--- src/design/assert_macros.svh ---
// Assertion macros used by the top-level RTL file of the source hit-count blocklist.
// No dependencies; synthesis builds define SYNTH so the macros expand to nothing.
`ifndef ASSERT_MACROS_SVH
`define ASSERT_MACROS_SVH
`ifndef SYNTH
// Check that the consequent holds in the same cycle as the antecedent
`define ASSERT_IMPLIES(label, clk, rst_n, ante, cons) \
  label: assert property (@(posedge clk) disable iff (!(rst_n)) (ante) |-> (cons)) \
    else $error("assertion failed: same-cycle implication");
// Check that the consequent holds in the cycle after the antecedent
`define ASSERT_NEXT(label, clk, rst_n, ante, cons) \
  label: assert property (@(posedge clk) disable iff (!(rst_n)) (ante) |=> (cons)) \
    else $error("assertion failed: next-cycle implication");
`else
`define ASSERT_IMPLIES(label, clk, rst_n, ante, cons)
`define ASSERT_NEXT(label, clk, rst_n, ante, cons)
`endif
`endif

--- src/design/shc_pkg.sv ---
// Shared types and constants of the source hit-count blocklist.
// No dependencies; used by the controller, the datapath and the top level.
package shc_pkg;

  localparam int ADDR_W  = 32;
  localparam int PORT_W  = 16;
  localparam int COUNT_W = 8;

  localparam logic [COUNT_W-1:0] COUNT_MAX  = 8'hFF;
  localparam logic [COUNT_W-1:0] COUNT_ONE  = 8'd1;
  localparam logic [COUNT_W-1:0] THR_RESET  = 8'd4;

  // Lookup outcome reported with every result
  typedef enum logic [1:0] {
    STATUS_FOUND    = 2'd0,
    STATUS_INSERTED = 2'd1,
    STATUS_FULL     = 2'd2
  } status_e;

  // One table entry as stored in the entry memory
  typedef struct packed {
    logic [ADDR_W-1:0]  addr;
    logic [COUNT_W-1:0] count;
  } entry_t;

  // Controller to datapath commands
  typedef struct packed {
    logic load;     // capture the incoming packet, restart the scan
    logic advance;  // step to the next entry
    logic hit;      // bump the count of the matched entry
    logic insert;   // write a new entry at the fill level
    logic full;     // report an untracked source
    logic emit;     // move the pending result to the output register
  } cmd_t;

  // Datapath to controller status
  typedef struct packed {
    logic match;    // entry under compare holds the packet's address
    logic last;     // entry under compare is the last valid one
    logic room;     // table has a free entry
  } status_t;

endpackage

--- src/design/shc_controller.sv ---
// Sequencer of the blocklist: accept, scan the table entry by entry, resolve, deliver.
// Depends on shc_pkg for the command and status structs.
module shc_controller (
  input  logic             clk_i,
  input  logic             rst_ni,
  input  logic             in_valid_i,
  output logic             in_stall_o,
  output logic             out_valid_o,
  input  logic             out_stall_i,
  input  shc_pkg::status_t stat_i,
  output shc_pkg::cmd_t    cmd_o
);

  typedef enum logic [1:0] {
    S_IDLE,
    S_SCAN,
    S_DONE
  } state_e;

  state_e state_q, state_d;
  logic   out_valid_q, out_valid_d;
  logic   out_free;

  // Output register can take a new result this cycle
  assign out_free = !out_valid_q || !out_stall_i;

  // Next state and commands
  always_comb begin
    state_d = state_q;
    cmd_o   = '0;
    case (state_q)
      S_IDLE: begin
        if (in_valid_i) begin
          cmd_o.load = 1'b1;
          state_d    = S_SCAN;
        end
      end
      S_SCAN: begin
        if (stat_i.match) begin
          cmd_o.hit = 1'b1;
          state_d   = S_DONE;
        end else if (stat_i.last) begin
          cmd_o.insert = stat_i.room;
          cmd_o.full   = !stat_i.room;
          state_d      = S_DONE;
        end else begin
          cmd_o.advance = 1'b1;
        end
      end
      S_DONE: begin
        if (out_free) begin
          cmd_o.emit = 1'b1;
          state_d    = S_IDLE;
        end
      end
      default: begin
        state_d = S_IDLE;
      end
    endcase
  end

  // Hold or clear the output valid
  always_comb begin
    out_valid_d = out_valid_q;
    if (cmd_o.emit) begin
      out_valid_d = 1'b1;
    end else if (!out_stall_i) begin
      out_valid_d = 1'b0;
    end
  end

  // State and registered outputs
  always_ff @(posedge clk_i or negedge rst_ni) begin
    if (!rst_ni) begin
      state_q     <= S_IDLE;
      out_valid_q <= 1'b0;
    end else begin
      state_q     <= state_d;
      out_valid_q <= out_valid_d;
    end
  end

  assign in_stall_o  = (state_q != S_IDLE);
  assign out_valid_o = out_valid_q;

endmodule

--- config.mk ---
export PLATFORM = sky130hd
export DESIGN_NAME = shc_controller
export DESIGN_NICKNAME = d
export VERILOG_FILES = /design/src/design/assert_macros.svh /design/src/design/shc_pkg.sv /design/src/design/shc_controller.sv
export SDC_FILE = /design/constraint.sdc
export NUM_CORES = 1
export LEC_CHECK = 0
export BUFFER_PORTS_ARGS = -buffer_cell sky130_fd_sc_hd__buf_2
export CAP_MARGIN = 40
export CORE_AREA = 3 3 40 42
export DETAILED_ROUTE_END_ITERATION = 10
export DIE_AREA = 0 0 43 45
export GPL_ROUTABILITY_DRIVEN = 0
export GPL_TIMING_DRIVEN = 0
export PLACE_DENSITY = 0.44
export SYNTH_ARGS = -nofsm -noshare
export SYNTH_HDL_FRONTEND = slang
export SYNTH_SLANG_ARGS = --single-unit
--- constraint.sdc ---
create_clock -name clk_i -period 2.2 [get_ports clk_i]
set_input_delay 0.44 -clock clk_i [delete_from_list [all_inputs] [get_ports clk_i]]
set_output_delay 0.44 -clock clk_i [all_outputs]
set_load 0.03 [all_outputs]
=== Word level (Yosys, flattened, before mapping) ===
Index checks and enable logic that the tools add are counted.
Widths: inputs -> output; s select.

* Bits in registers: 3
* Logic and storage cells: 32
* Output and inout bits: 8

* Reduce and logical (&&, ||, !) cells: 7
* Equality and inequality tests: 6
* Mux-type cells: 17

{| class="wikitable"
|+ Operators by type and width
! cell !! count
|-
| $mux 2 || 6
|-
| $mux 1 || 9
|-
| $pmux 2 s3 || 1
|-
| $mux 4 || 1
|-
| $ne 2x2->1 const B || 2
|-
| $logic_not 1->1 || 3
|-
| $ne 3x3->1 const B || 1
|-
| $reduce_and 3->1 || 1
|-
| $eq 2x1->1 const B || 1
|-
| $eq 2x2->1 const B || 1
|-
| $logic_not 2->1 || 1
|-
| $ne 2x1->1 const B || 1
|-
| $reduce_bool 2->1 || 1
|-
| $logic_or 1x1->1 || 1
|}

=== Logic depth before layout (Yosys ltp) ===
* Depth after elaboration: 5
* Mapped depth: 3
* Gate-level depth less buffers: 2

=== Worst setup path before layout ===
No wires, ideal clock.

* Path type: register to output
* From: register state_q[1]
* To: output cmd_o[1] in the netlist's numbering
* Stages on the path, launching flop included: 3
* Path buffers: 0
* Path slack: 501 ps
* Arrival time: 1259 ps
* Cell sequence: dfrtp_1 -> nand3b_1 -> nor3_1

{| class="wikitable"
|+ RTL lines
! what !! line !! source
|-
| from (decl) || shc_controller.sv:20 || <nowiki>state_e state_q, state_d;</nowiki>
|-
| from (signal assigned) || shc_controller.sv:78 || <nowiki>state_q <= state_d;</nowiki>
|-
| to (decl) || shc_controller.sv:11 || <nowiki>output shc_pkg::cmd_t cmd_o</nowiki>
|}

==> results.json <==
{
  "die_h_um": 45,
  "synth.cell_area_um2": 185,
  "grt_antenna_before_repair": 0,
  "share_of_cells_above_drive_strength_1": 0.564,
  "min_path_type": "primary input to register",
  "timing_worst_slew_pin_value_ps": 201,
  "cts-root-to-sink-buffers": 2,
  "dr.pass1.iters": 2,
  "grt.total_usage": 0.0601,
  "cellPowerDensity_nw_per_um2": 1270,
  "critical_path_cell_count": 3,
  "finalSetupViolCount": 0,
  "synthToLayoutAreaGrowth_pct": 67.6,
  "dr_total_vias": 204,
  "wire_length_of_the_first_global_routing_pass_um": 807,
  "cts_htree_levels": 1,
  "worstPathArrival_ps": 1290,
  "dpl_hpwl_um": 424,
  "post-route-drc-count": 0,
  "layout.cells.most_common": "sky130_fd_sc_hd__buf_2",
  "detail_route.wl_per_cell_um": 9.56,
  "slew_violations": 0,
  "layout_worst_path_cycle_share": 0.784,
  "grt_max_degree": 8,
  "setup.worst_path.start_class": "register",
  "cts_root_buf": "sky130_fd_sc_hd__clkbuf_4",
  "design.final.nets": 47,
  "chipWidth_um": 43,
  "run_status": "finished clean",
  "period_needed_ps": 1730,
  "hold_path_depth": 3,
  "yosysUniqueCellTypes": 14,
  "slowest_delay_ps": 420,
  "placedCellCount": 49,
  "clk-insertion-delay-late_ps": 230,
  "reg2reg_depth": 2,
  "io_buffer_count": 14,
  "max-slew-margin-rel": 0.866,
  "grt_remaining_overflow": 0,
  "type_of_the_setup_path_with_the_least_slack": "register to primary output",
  "ys_seq_elements": 3,
  "vias_per_cell": 3.78,
  "critPathBufInv": 1,
  "static-leakage-power_nw": 0.168,
  "design.die.area_um2": 1940,
  "postSynthCellCount": 20,
  "fin_tns_setup_ps": 0,
  "drt_iter0_markers": 2,
  "drv.max_cap_violation_count": 0,
  "tritoncts": "yes",
  "routed_wirelength_um": 516,
  "clock.fmax_ghz": 0.580,
  "worst_setup_hold_path_clk_slew_ps": 40,
  "number_of_nets_produced_by_synthesis": 27,
  "final_cell_mix": "14 x sky130_fd_sc_hd__buf_2, 3 x sky130_fd_sc_hd__clkbuf_4, 3 x sky130_fd_sc_hd__dfrtp_1",
  "worst_path_max_delay_cell": "sky130_fd_sc_hd__dfrtp_1",
  "synthesis.area_per_instance_um2": 9.26,
  "cts-buffers-inserted": 3,
  "vias_in_the_first_global_route": 220,
  "fin_worst_skew_ps": 0.944,
  "hold_violations": 0,
  "antenna_cells": 0,
  "max-vdd-ir-drop_v": 0.000199,
  "critical_path.top_delay_family": "flip-flops",
  "timing.critical_path.to_type": "primary output",
  "synth_warnings": 0,
  "layout.cells.non_filler": 54,
  "grt_setup_unrepaired": "false",
  "data_required_time_of_the_worst_path_ps": 1760,
  "numClockSinks": 3,
  "row_count": 13,
  "timing.critical_path.cells": "nand3b_1, nor3b_2, buf_2",
  "drtAntennaViolNets": 0,
  "core-area_um2": 1280,
  "floorplan.initialDensity": 0.144,
  "layout.filler_cells": 145,
  "ys_seq_area_frac": 0.405,
  "top_level_ports": 15,
  "critPathMaxFanout": 6
}
[per-layer routing]
metal,vias to the layer above,GRT usage,wire length (um)
met4,0,0.0723,0
li1,108,-,-
met1,92,0.0461,169
met2,4,0.111,327
met3,0,0.0159,19
met5,-,0,0
[final timing paths]
kind,slack (ps),startpoint,endpoint
max reg2reg,1340,state_q[0],state_q[1]
min,450,out_stall_i,out_valid_o
max,470,state_q[1],cmd_o[2]
min reg2reg,530,out_valid_o,out_valid_o
min in group asynchronous,530,rst_ni,state_q[1]
max in group asynchronous,1570,rst_ni,out_valid_o
[cell type report]
type	count	area [um^2]	share of cell area
multi-input combinational	15	98.8	0.319
timing repair buffer	15	80.1	0.258
sequential	3	75.1	0.242
clock buffer	4	26.3	0.0847
tap	15	18.8	0.0605
buffer	1	7.51	0.0242
inverter	1	3.75	0.0121
[stage by stage]
step                       util  total power [W]  setup slack, ps  hold WS (ps)  instance area [um^2]
after global placement    0.213         0.000302              712           239                   274
after floorplan               -         0.000245              501           144                   185
after CTS                 0.241         0.000402              458           446                   310
after global routing      0.241         0.000416              361           486                   310
after detailed placement  0.213         0.000302              684           238                   274
final                     0.241         0.000396              475           452                   310
[cells in the mapped netlist, drive strengths merged]
library cell,number,area share
nor3,2,0.054
buf,1,0.041
and3,1,0.034
nor2,1,0.020
a21oi,1,0.027
a31o,1,0.047
inv,1,0.020
o22ai,1,0.034
nand2,2,0.041
nor3b,2,0.14
or2,1,0.034
nand3b,1,0.041
nand2b,2,0.068
dfrtp,3,0.41
[where the power goes]
part	internal [W]	leakage, nW	switching [W]
Combinational	0.0000716	0.114	0.000122
Clock	0.0000679	0.0150	0.0000279
Sequential	0.0000774	0.0386	0.0000285
Total	0.000217	0.168	0.000179
[flip-flops by register name, indices dropped and copies added (netlist names)]
signal,count
out_valid_o,1
state_q,2
[worst register-to-register path, delay by kind of cell, from the launching register on]
kind	cells	cell delay (ps)
DFF	1	430
and+or+nand+nor	1	200
AOI/OAI and AO/OA	1	150
[cells by family (layout without fill, tap and decap cells)]
logic type / after synthesis / in the layout / share of synthesized area
compound gates: 3 / 3 / 0.108
flops: 3 / 3 / 0.405
buf+inv: 2 / 21 / 0.0608
simple gates: 12 / 12 / 0.426
[timing repair]
item                                    CTS  global route
endpoints found under the hold margin     3             0
setup buffers                             0             0
endpoints found under the setup margin    0             0
hold buffers                              1             0
resized for setup                         0             0
Power figures use the tool's default switching activity.
